===== src/hw/rtl/dgr_pkg.sv =====
package dgr_pkg;

    localparam int FRAC_BITS = 16;
    localparam int CFG_IDX_W = 3;
    localparam int CFG_DATA_W = 22;

    localparam int DIV_N = 26 + FRAC_BITS;
    localparam int DIV_D = 30;
    localparam int MUL_A_W = 18;
    localparam int MUL_B_W = 31;
    localparam int MUL_P_W = MUL_A_W + MUL_B_W;

    localparam logic [CFG_IDX_W-1:0] REG_SCREEN_WIDTH   = 3'd0;
    localparam logic [CFG_IDX_W-1:0] REG_SCREEN_HEIGHT  = 3'd1;
    localparam logic [CFG_IDX_W-1:0] REG_CAMERA_POS_X   = 3'd2;
    localparam logic [CFG_IDX_W-1:0] REG_CAMERA_POS_Y   = 3'd3;
    localparam logic [CFG_IDX_W-1:0] REG_VIEW_DIR_X     = 3'd4;
    localparam logic [CFG_IDX_W-1:0] REG_VIEW_DIR_Y     = 3'd5;
    localparam logic [CFG_IDX_W-1:0] REG_CAMERA_PLANE_X = 3'd6;
    localparam logic [CFG_IDX_W-1:0] REG_CAMERA_PLANE_Y = 3'd7;

    localparam logic OP_WRITE = 1'b0;
    localparam logic OP_CAST  = 1'b1;

    localparam logic [23:0] DIST_MAX = 24'hFFFFFF;

    typedef struct packed {
        logic        operation;
        logic [11:0] column;
        logic [5:0]  cell_x;
        logic [5:0]  cell_y;
        logic [7:0]  cell_value;
    } in_t;

    typedef struct packed {
        logic [11:0] stripe_top;
        logic [11:0] stripe_bottom;
        logic        wall_side;
        logic [5:0]  hit_x;
        logic [5:0]  hit_y;
        logic [23:0] wall_distance;
        logic        left_map;
    } out_t;

    typedef struct packed {
        logic             start;
        logic [DIV_N-1:0] dividend;
        logic [DIV_D-1:0] divisor;
    } div_req_t;

    typedef struct packed {
        logic             done;
        logic [DIV_N-1:0] quotient;
    } div_rsp_t;

endpackage


===== src/hw/rtl/dgr_mul.sv =====
module dgr_mul (
    input  logic                                aclk,
    input  logic signed [dgr_pkg::MUL_A_W-1:0]  a,
    input  logic signed [dgr_pkg::MUL_B_W-1:0]  b,
    output logic signed [dgr_pkg::MUL_P_W-1:0]  p
);
    import dgr_pkg::*;

    logic signed [MUL_P_W-1:0] p_reg;

    always_ff @(posedge aclk) begin
        p_reg <= MUL_P_W'(a) * MUL_P_W'(b);
    end

    assign p = p_reg;

endmodule


===== config.mk =====
export PLATFORM = sky130hd
export DESIGN_NAME = dgr_mul
export DESIGN_NICKNAME = d
export VERILOG_FILES = /design/src/hw/rtl/dgr_pkg.sv /design/src/hw/rtl/dgr_mul.sv
export SDC_FILE = /design/constraint.sdc
export NUM_CORES = 2
export LEC_CHECK = 0
export BUFFER_PORTS_ARGS = -buffer_cell sky130_fd_sc_hd__buf_2
export CAP_MARGIN = 20
export CORE_UTILIZATION = 66
export DETAILED_ROUTE_END_ITERATION = 10
export PLACE_DENSITY = 0.85
export SYNTH_ARGS = -nofsm -noshare
export SYNTH_HDL_FRONTEND = slang
export SYNTH_SLANG_ARGS = --single-unit

===== constraint.sdc =====
create_clock -name aclk -period 7.35 [get_ports aclk]
set_input_delay 0.3675 -clock aclk [delete_from_list [all_inputs] [get_ports aclk]]
set_output_delay 0.3675 -clock aclk [all_outputs]
set_load 0.005 [all_outputs]

Yosys cells after proc, flatten, opt, wreduce, memory -nomap -nowiden
Index checks and enable logic that the tools add are counted.
W data, S select, Z words.
{"block": "totals", "wordCells": 2, "output_inout_bits": 49, "ff_bits": 49}
{"block": "op_classes", "n_mul": 1}
{"operator": "$mul A18 B31 Y49", "count": 1}

Logic depth before layout (Yosys ltp)
{"block": "logic_depth", "depth_word": 1, "ltp_mapped": 26}

Worst setup path after synthesis
No wires, ideal clock.
{"block": "synth_path", "path_type": "input-to-reg", "start": "input port b[20] (netlist bit)", "end": "register p_reg[46] (netlist: p[46])", "arrival_time_ns": 6.159, "path_stages": 23, "slack_ns": 1.069, "path_cell_list": "clkbuf_1 > clkbuf_1 > nand2_1 > fa_1 > fa_1 > fa_1 > inv_1 > fa_1 > fa_1 > inv_1 > fa_1 > inv_1 > ha_1 > a211o_1 > a21oi_2 > o21ai_1 > a221o_1 > a21oi_2 > a21oi_2 > o2111ai_2 > a21oi_1 > o41a_1 > xor2_1"}
{"block": "synth_via", "elab_chain_len": 1}
{"element": "start: declaration", "line_no": "dgr_mul.sv:4", "rtl": "input logic signed [dgr_pkg::MUL_B_W-1:0] b,"}
{"element": "$mul A18 B31 Y49", "line_no": "dgr_mul.sv:12", "rtl": "p_reg <= MUL_P_W'(a) * MUL_P_W'(b);"}
{"element": "end signal: assignment", "line_no": "dgr_mul.sv:12"}
{"element": "end: declaration", "line_no": "dgr_mul.sv:9", "rtl": "logic signed [MUL_P_W-1:0] p_reg;"}
No other way between the ends.

Final worst setup path
{"block": "layout_path", "start": "input port a[12] (netlist bit)", "end": "register p_reg[47] (netlist: p[47])"}
{"block": "layout_via", "elab_chain_len": 1}
{"element": "start: declaration", "line_no": "dgr_mul.sv:3", "rtl": "input logic signed [dgr_pkg::MUL_A_W-1:0] a,"}
{"element": "$mul A18 B31 Y49", "line_no": "dgr_mul.sv:12"}
No other way between the ends.

==> results.yml <==
synthesis:
  synth_area_leaders: "fa_1, inv_1, ha_1, and2_1, nand2_1"
  synth.most_common_cell: "inv_1"
  synth-seq-cells: 49
  synthArstFlopShare_pct: 0
  synth-main-ff-cell: "dfxtp_1"
  synth_nets: 2928
  synth_top_cells_by_count: "inv_1, fa_1, nand2_1"
  synth_largest_area_cell: "fa_1"
  netlist_area_um2: 20200
  synth_top_area_share_pct: 53.2
  synthCells: 2222
  synth.avg_cell_area_um2: 9.10
  yosys_warnings: 0
  synth_edf_count: 0
  ys_types: 50
  yosysSeqAreaShare_pct: 4.85
clocking:
  numCtsBuffers: 5
  cts_root_buffer: "clkbuf_16"
  htree_levels: 2
  cts.sinks: 49
  cts_tree: "built"
  cts_resized: 0
  cts_hold_buffers: 0
  clock_path_buffers: 2
  postCtsSetupBuffers: 0
  clkTransAtPathRegs_ns: 0.08
setup_path:
  cp_num_cells: 22
  cp_max_fo: 31
  critPathTopFamily: "adder cells"
  cp_common_cell: "fa_1"
  critPathKind: "in2reg"
  slowest_stage: "buf_2"
  cp.arrival_ns: 7.28
  critPathBufInv: 4
  cp-end-kind: "flop"
  required_ns: 7.58
  start_kind: "input port"
  max_stage_delay_ns: 0.59
  worstPathCellList: "buf_2 > nand2_1 > fa_1 > inv_1 > fa_1 > fa_1 > fa_1 > fa_1 > inv_1 > fa_1 > inv_1 > ha_1 > nand4_1 > nor2_1 > o221ai_1 > a31oi_1 > o31ai_1 > o31ai_1 > a21oi_2 > o21ai_1 > nor4_1 > a211o_1"
  setup.worst_path.start: "a[12]"
timing:
  setup_tns_ns: 0
  min_period_ns: 7.05
  slew_viol_final: 0
  tightest_slew_ns: 0.879
  hold_viol: 0
  max_slew_margin_pct: 40.9
  setup_violations: 0
  clock.fmax_mhz: 142
  fin_crit_sh_pct: 95.9
  rsz0062_at_grt: "false"
run:
  cap_viol_max_count: 0
floorplanning:
  die_h_um: 177
  rows: 63
  die-area_um2: 31300
  io_pins: 99
  start_util_pct: 67.7
  core_um2: 29900
  fp.dieW_um: 177
grt:
  overflow: 0
  grt_max_degree: 32
  gr-usage-all-layers_pct: 35.3
  grt_pass1_wl_mm: 84.0
  grt_pass1_vias: 17000
  antenna_found_initial: 4
detailed_routing:
  vias: 15100
  vias_per_cell: 5.73
  drtPass1Iterations: 8
  ant_nets: 0
  route.final.wire_length_mm: 50.8
  wl_per_cell_um: 19.2
  drt_iter0_markers: 1331
  wl_met2_mm: 25.7
  wl_met3_mm: 4.99
  dr.max_layer_used: "met4"
  drcViolationCount: 0
  wl_met1_mm: 17.5
cells_and_area:
  area_growth_pct: 4.38
  final.fill_count: 2151
  final_nets: 2950
  drive_above_1_share_pct: 5.88
  largest_reg_flops: 49
  fin_util_pct: 70.6
  fin_area_um2: 21100
status:
  status: "completed"
placed_design:
  gp_congestion: 0.912
  post-dp-hpwl_mm: 40.5
  place_area_um2: 20900
  io_buffers: 98
worst_hold_path:
  worstHoldStart: "b[0]"
  min_path_cells: 2
  min_path_type: "in2reg"
## layout by cell type, fill, tap and decap left out, types with 8 or more instances in the layout
master	count
nand2b_1	10
ha_1	119
buf_4	13
a21o_1	24
xnor2_1	39
buf_2	98
dfxtp_1	49
fa_1	537
nand3_1	8
nor2_1	42
nand2_1	329
xor2_1	13
and2_1	221
o21ai_0	10
inv_1	613
a21oi_1	37
## cell families after synthesis
logic type      after synthesis  share of synthesized area (%)
buf+inv                     711                           13.3
fa+ha+maj                   656                           60.5
simple gates                628                           14.8
compound gates              126                           4.28
xor+xnor                     52                           2.25
flops                        49                           4.85
## stage by stage
stage | setup slack, ns | std cells | hold WS [ns]
3_5_place_dp | 0.143 | 2627 | 0.741
5_1_grt | 0.116 | 2638 | 0.532
4_1_cts | 0.501 | 2635 | 0.521
6_report | 0.303 | 2639 | 0.542
2_1_floorplan | 1.07 | 2222 | 0.495
3_3_place_gp | 0.237 | 2627 | 0.743
## layout make-up
type                            count  area (um^2)  area share [%]
Tap cell                          390          488            2.31
Sequential cell                    49          981            4.65
Inverter                          614         2300            10.9
Multi-Input combinational cell   1462        16600            78.5
Clock buffer                        5          125           0.593
Timing Repair Buffer              112          608            2.88
Antenna cell                        4         10.0          0.0474
Clock inverter                      3         28.8           0.136
## path summary, 6_finish.rpt
check / endpoint / slack [ns]
max: p[47] / 0.30
min: p[0] / 0.54
## layer usage
layer	up-vias	global-route usage [%]
met5	-	0
met4	0	17.1
met3	173	6.31
met2	866	61.1
met1	7742	42.7
li1	6346	-
Power is not shown: default switching activity piles up to over one toggle a cycle in this logic, so the estimate is an artifact.
