**config.mk**
```make
export PLATFORM = sky130hd
export DESIGN_NAME = dgr_div
export DESIGN_NICKNAME = d
export VERILOG_FILES = /design/src/hw/rtl/dgr_pkg.sv /design/src/hw/rtl/dgr_div.sv
export SDC_FILE = /design/constraint.sdc
export NUM_CORES = 1
export LEC_CHECK = 0
export BUFFER_PORTS_ARGS = -buffer_cell sky130_fd_sc_hd__buf_2
export CAP_MARGIN = 15
export CORE_AREA = 2 2 105 107
export CTS_CLUSTER_DIAMETER = 120
export DETAILED_ROUTE_END_ITERATION = 6
export DIE_AREA = 0 0 107 109
export PLACE_DENSITY = 0.84
export SYNTH_ARGS = -nofsm -noshare
export SYNTH_HDL_FRONTEND = slang
export SYNTH_SLANG_ARGS = --single-unit
```
**constraint.sdc**
```tcl
create_clock -name aclk -period 4.9 [get_ports aclk]
set_clock_uncertainty 0.1 [all_clocks]
set_input_delay 0.98 -clock aclk [delete_from_list [all_inputs] [get_ports aclk]]
set_output_delay 0.98 -clock aclk [all_outputs]
set_load 0.005 [all_outputs]
```
**src/hw/rtl/dgr_pkg.sv**
```systemverilog
package dgr_pkg;

    localparam int FRAC_BITS = 16;
    localparam int CFG_IDX_W = 3;
    localparam int CFG_DATA_W = 22;

    localparam int DIV_N = 26 + FRAC_BITS;
    localparam int DIV_D = 30;
    localparam int MUL_A_W = 18;
    localparam int MUL_B_W = 31;
    localparam int MUL_P_W = MUL_A_W + MUL_B_W;

    localparam logic [CFG_IDX_W-1:0] REG_SCREEN_WIDTH   = 3'd0;
    localparam logic [CFG_IDX_W-1:0] REG_SCREEN_HEIGHT  = 3'd1;
    localparam logic [CFG_IDX_W-1:0] REG_CAMERA_POS_X   = 3'd2;
    localparam logic [CFG_IDX_W-1:0] REG_CAMERA_POS_Y   = 3'd3;
    localparam logic [CFG_IDX_W-1:0] REG_VIEW_DIR_X     = 3'd4;
    localparam logic [CFG_IDX_W-1:0] REG_VIEW_DIR_Y     = 3'd5;
    localparam logic [CFG_IDX_W-1:0] REG_CAMERA_PLANE_X = 3'd6;
    localparam logic [CFG_IDX_W-1:0] REG_CAMERA_PLANE_Y = 3'd7;

    localparam logic OP_WRITE = 1'b0;
    localparam logic OP_CAST  = 1'b1;

    localparam logic [23:0] DIST_MAX = 24'hFFFFFF;

    typedef struct packed {
        logic        operation;
        logic [11:0] column;
        logic [5:0]  cell_x;
        logic [5:0]  cell_y;
        logic [7:0]  cell_value;
    } in_t;

    typedef struct packed {
        logic [11:0] stripe_top;
        logic [11:0] stripe_bottom;
        logic        wall_side;
        logic [5:0]  hit_x;
        logic [5:0]  hit_y;
        logic [23:0] wall_distance;
        logic        left_map;
    } out_t;

    typedef struct packed {
        logic             start;
        logic [DIV_N-1:0] dividend;
        logic [DIV_D-1:0] divisor;
    } div_req_t;

    typedef struct packed {
        logic             done;
        logic [DIV_N-1:0] quotient;
    } div_rsp_t;

endpackage

```
**src/hw/rtl/dgr_div.sv**
```systemverilog
module dgr_div (
    input  logic              aclk,
    input  logic              aresetn,
    input  dgr_pkg::div_req_t req,
    output dgr_pkg::div_rsp_t rsp
);
    import dgr_pkg::*;

    localparam int CNT_W = $clog2(DIV_N);

    logic             busy_reg;
    logic             done_reg;
    logic [CNT_W-1:0] count_reg;
    logic [DIV_N-1:0] quo_reg;
    logic [DIV_D-1:0] rem_reg;
    logic [DIV_D-1:0] dvs_reg;
    logic [DIV_D:0]   shifted;
    logic [DIV_D:0]   diff;
    logic             fits;

    always_comb begin
        shifted = {rem_reg, quo_reg[DIV_N-1]};
        diff    = shifted - {1'b0, dvs_reg};
        fits    = shifted >= {1'b0, dvs_reg};
    end

    always_ff @(posedge aclk) begin
        if (!aresetn) begin
            busy_reg  <= 1'b0;
            done_reg  <= 1'b0;
            count_reg <= '0;
        end else begin
            done_reg <= 1'b0;
            if (req.start) begin
                busy_reg  <= 1'b1;
                count_reg <= CNT_W'(DIV_N - 1);
            end else if (busy_reg) begin
                if (count_reg == '0) begin
                    busy_reg <= 1'b0;
                    done_reg <= 1'b1;
                end else begin
                    count_reg <= count_reg - CNT_W'(1);
                end
            end
        end
    end

    always_ff @(posedge aclk) begin
        if (req.start) begin
            quo_reg <= req.dividend;
            rem_reg <= '0;
            dvs_reg <= req.divisor;
        end else if (busy_reg) begin
            quo_reg <= {quo_reg[DIV_N-2:0], fits};
            rem_reg <= fits ? diff[DIV_D-1:0] : shifted[DIV_D-1:0];
        end
    end

    assign rsp.done     = done_reg;
    assign rsp.quotient = quo_reg;

endmodule

```
# Yosys cells after proc, flatten, opt, wreduce, memory -nomap -nowiden
# Index checks and enable logic that the tools add are counted.
[classes] addsub=2 n_lt_le_gt_ge=1 n_eq_ne=1 n_mux=10 bitwise_logic=3 n_reduce_logical=6
[op_table] cell="two-way mux 42 bit" count=2
[op_table] cell=">= comparator 31 x 30 -> 1 bit" count=1
[op_table] cell="two-way mux 30 bit" count=1
[op_table] cell="subtractor 30 bit" count=1
[op_table] cell="two-way mux 6 bit" count=3
[op_table] cell="logical NOT 6 bit" count=1
[op_table] cell="subtractor 6 x 1 -> 6 bit (second input constant)" count=1
[op_table] cell="two-way mux 1 bit" count=4
[op_table] cell="AND reduction 2 bit" count=2
[op_table] cell="NOT 1 bit" count=3
[op_table] cell="OR reduction 3 bit" count=1
[op_table] cell="!= test 2 bit (second input constant)" count=1
[op_table] cell="nonzero test 2 bit" count=1
[op_table] cell="OR reduction 2 bit" count=1
[word_totals] ff_bits=110 inputBits=75 out_inout_bits=43

# Longest topological paths before layout
[depth] ltp_word=4 depth_mapped=12 ltp_nobuf=12

# Least setup slack after synthesis
# Ideal clock, no wire load.
[synth_path] path_type="input -> register" startpoint="in req[72] (netlist bit)" endpoint="reg quo_reg[0], enable pin" arrival_time_ps=2406 required_time_ps=4400 path_slack_ps=1994 path_stages=4 n_path_buf=2 path_cell_list="clkbuf_1 > inv_1 > clkbuf_1 > nand2_1"
[synth_between] elab_chain_len=1
[synth_rtl] item="start: declaration" line="dgr_div.sv:4" rtl="input dgr_pkg::div_req_t req,"
[synth_rtl] item="nonzero test 2 bit (no line)"
[synth_rtl] item="end signal: assignment" line="dgr_div.sv:50" rtl="quo_reg <= req.dividend;"
[synth_rtl] item="end signal: assignment" line="dgr_div.sv:54" rtl="quo_reg <= {quo_reg[DIV_N-2:0], fits};"
[synth_rtl] item="end: declaration" line="dgr_div.sv:14" rtl="logic [DIV_N-1:0] quo_reg;"
# Every way passes these cells.
# A chain may end at the register's enable or synchronous reset.

# Final worst setup path
[layout_path] startpoint="reg dvs_reg[1]" endpoint="reg rem_reg[0]"
[layout_between] elab_chain_len=2
[layout_rtl] item="start: declaration" line="dgr_div.sv:16" rtl="logic [DIV_D-1:0] dvs_reg;"
[layout_rtl] item="start signal: assignment" line="dgr_div.sv:52" rtl="dvs_reg <= req.divisor;"
[layout_rtl] item=">= comparator 31 x 30 -> 1 bit" line="dgr_div.sv:24" rtl="fits = shifted >= {1'b0, dvs_reg};"
[layout_rtl] item="two-way mux 30 bit" line="dgr_div.sv:55" rtl="rem_reg <= fits ? diff[DIV_D-1:0] : shifted[DIV_D-1:0];"
[layout_rtl] item="end signal: assignment" line="dgr_div.sv:55"
[layout_rtl] item="end: declaration" line="dgr_div.sv:15" rtl="logic [DIV_D-1:0] rem_reg;"
# Every way passes these cells.

==> implementation parameters <==
Parameter                              Value

Routing
  Via-per-instance ratio    5.875
  Post-DR wirelength/cell    16.66 µm
  Number of DRC violations after detailed routing    0
  DRC marker count from the first detailed-route iteration    308
  First-pass detailed-route iteration total    5
  DRT antenna net count    0
  Overall routed net length    13,680 µm
  Total via count in the routed design    4,823

Run
  Max-cap violations    0

Yosys
  Sequential area share after synthesis    0.4704
  Fraction of the mapped netlist area in compound gates    0.1573
  Adder and majority gate portion of the synthesized area    0.06967
  Synthesized instance count    576
  Synth warn    0
  Unique cell type count in the Yosys netlist    65
  Simple-gate share of the synthesized area    0.09525
  Mux cell area share after synthesis    0.1198
  Proportion of synthesized flip-flops having asynchronous set or reset    0
  Top_reg_cell synth    edfxtp_1
  Top-area cell type share of the netlist area    0.3480
  Leading area contributor after synthesis    edfxtp_1
  Average cell area after synthesis    10.79 µm²
  Net count after synthesis    685
  Largest family of logic cells by synthesized area    compound AO/OA/AOI/OAI gates
  Number of storage elements in the synthesis netlist    110
  Number of enable-type register cells in the synthesized netlist    72
  Cell area after synthesis    0.006213 mm²
  Share of the synthesized netlist area taken by xor and xnor gates    0.03947
  Leading cell types by total area after synthesis    edfxtp_1 (35%), dfxtp_1 (12%), mux2_2 (7.8%)

Placed design
  Post-Place Cell Area    0.006853 mm²
  Detailed Place HPWL    9896 µm
  Port bufs    117
  Gpl congestion    0.9247
  Worst slack, placed    1.624 ns

Floorplanning
  Number of standard-cell rows in the floorplan    38
  Effective utilization at floorplan    0.5860
  Die area    0.01166 mm²
  Number of placed I/O pins    118
  Chip Height    109 µm
  Horiz. Die Dim    107 µm
  Core Box Area    0.01060 mm²

Worst hold path
  Endpoint, Worst Hold    rem_reg[12]
  Hold/Removal Path Class    register to register
  Depth of the worst hold-timing path    2
  Hold path startpoint    rem_reg[12]

CTS
  Clock buffers created by TritonCTS    9
  Post-cts repair resize count    0
  Number of levels in the clock H-tree    3
  Hold bufs inserted after CTS    0
  Total clock sinks    110
  Later-pin clock latency in the skew report    0.40 ns
  Root buf cell    clkbuf_8
  Number of buffers on the longest clock path    2
  Clock transition time at the flip-flop clock pins of the worst setup and hold paths    0.11 ns
  CTS tree    yes
  Post-CTS Repair Setup Buffers    0

Worst setup path
  Setup slack of the most critical reg-to-reg path    1.61 ns
  Number of cell instances on the worst register-to-register path    11
  Cell family with most CP delay    compound AO/OA/AOI/OAI gates
  Max FO, Critical Path    17
  Buffer and inverter count on the worst path    2
  Critical path capture point type    register
  Max stage delay cell, worst path    o21ai_4
  Startpoint of the worst register-to-register path    dvs_reg[1]
  Stage delay of the slowest cell on the critical path    0.56 ns
  CP Launch Type    register
  Capture point of the worst reg-to-reg path    rem_reg[0]
  Worst setup path class    register to register
  List of cells traversed by the critical path    inv_1 -> ha_1 -> nor2b_1 -> o31a_2 -> o2111ai_2 -> a31oi_1 -> o21ai_2 -> o21ai_4 -> buf_4 -> mux2_2 -> o22ai_1
  Required time worst endpoint    5.13 ns
  WP data arrival    3.52 ns

Status
  Run status    complete, no violations

Layout
  Largest register FFs    42
  Relative area change from synthesis to final layout    13.53%
  Highest-count cells in the layout ignoring fill and taps    buf_2 (116), edfxtp_1 (72), mux2_2 (43)
  Count of antenna diodes in the layout    0
  Fraction of layout instances using a drive strength above 1    0.2819
  Net total in the final layout    785
  Final Instance Area    0.007054 mm²
  Utilization after layout    0.6653
  Fill cell total of the finished layout    827
  Most frequent standard cell in the layout excluding fill and tap cells    buf_2

Global route
  Pin count of the biggest net entering global routing    71
  Global router's overall resource usage    0.2402
  Global-route wire length before repair    21,990 µm
  Number of antenna violations at the first check in global routing    0
  Gr ovfl total    0
  Via count of the first global-routing pass    4,752

Timing
  Post-layout minimum cycle time    3.294 ns
  Worst rel slew slack    0.3566
  Final number of hold-violating endpoints    0
  Peak clock frequency supported by timing    303.6 MHz
  Final Setup Violations    0
  Worst Max-Slew Pin Slew    0.9617 ns
  Share of the cycle needed by the critical path after routing    0.6723
  Fin. max-slew vios    0
  Setup slack after layout    1.606 ns
  Aggregate negative setup slack    0 ns
  RSZ-0062 raised after global routing    false

Pwr
  Power density relative to cell area    335.6 mW/mm²
  Overall power of the completed layout    2.368 mW
  Worst supply voltage drop on vdd    0.2824 mV
  Lkg Pwr    2.926 nW
metal layers:
metal | share of wire | vias to the layer above | GRT usage
met5 | 0 | - | 0
met1 | 0.41 | 2282 | 0.2852
met3 | 0.075 | 28 | 0.08727
met2 | 0.49 | 188 | 0.4054
met4 | 0.021 | 0 | 0.08256
li1 | - | 2325 | -
logic make-up (layout without fill, tap and decap cells):
logic type | count (synthesis) | after routing
compound gates | 140 | 140
simple gates | 124 | 124
flops | 110 | 110
buf+inv | 71 | 176
mux | 69 | 69
fa+ha+maj | 34 | 34
xor+xnor | 28 | 28
cells in the mapped netlist (3+ instances only):
cell,n
a211oi_1,24
a21boi_0,6
a21o_1,10
a21oi_1,33
a31oi_1,4
a41oi_1,3
and3_1,3
buf_2,4
buf_6,3
clkbuf_1,22
dfxtp_1,38
edfxtp_1,72
ha_1,33
inv_1,39
mux2_2,43
mux2i_1,26
nand2_1,30
nand2b_1,3
nand3_1,11
nand4_1,12
nor2_1,39
nor2b_1,4
nor3_1,8
o211ai_1,5
o21a_1,4
o21ai_0,18
o21bai_1,3
o22ai_1,3
or3_1,3
xnor2_1,15
xor2_1,13
metrics by stage:
step | instances | hold WS, ns
CTS | 821 | 0.4116
global route | 821 | 0.4239
finish | 821 | 0.4090
detailed placement | 805 | 0.3966
floorplan | 576 | 0.3628
global placement | 805 | 0.3892
how the worst max path moves through the flow:
stage | start | end | slack, ns | cells past startpoint
2_1_floorplan | req[72] | quo_reg[0] | 1.99 | 4
3_3_place_gp | dvs_reg[17] | rem_reg[0] | 1.73 | 11
3_5_place_dp | dvs_reg[1] | rem_reg[0] | 1.62 | 11
4_1_cts | dvs_reg[1] | rem_reg[0] | 1.58 | 11
5_1_grt | dvs_reg[1] | rem_reg[0] | 1.39 | 11
6_report | dvs_reg[1] | rem_reg[0] | 1.61 | 11
cell type report:
class,count,area [µm²],area share
Multi-Input combinational cell,395,2994,0.4244
Sequential cell,110,2923,0.4143
Timing Repair Buffer,120,610.6,0.08656
Tap cell,140,175.2,0.02483
Inverter,40,150.1,0.02128
Clock buffer,10,127.6,0.01809
Clock inverter,6,73.82,0.01046
power by group:
group / internal, mW / total [mW] / switching [mW]
clock network: 0.245 / 0.577 / 0.332
logic: 0.291 / 0.647 / 0.357
registers: 1.09 / 1.14 / 0.0534
worst min-delay path: stages, from the launching register on:
cell      delay [ns]
dfxtp_1         0.34
nor2_1          0.08
a211oi_1        0.05
(Power assumes the default switching activity.)
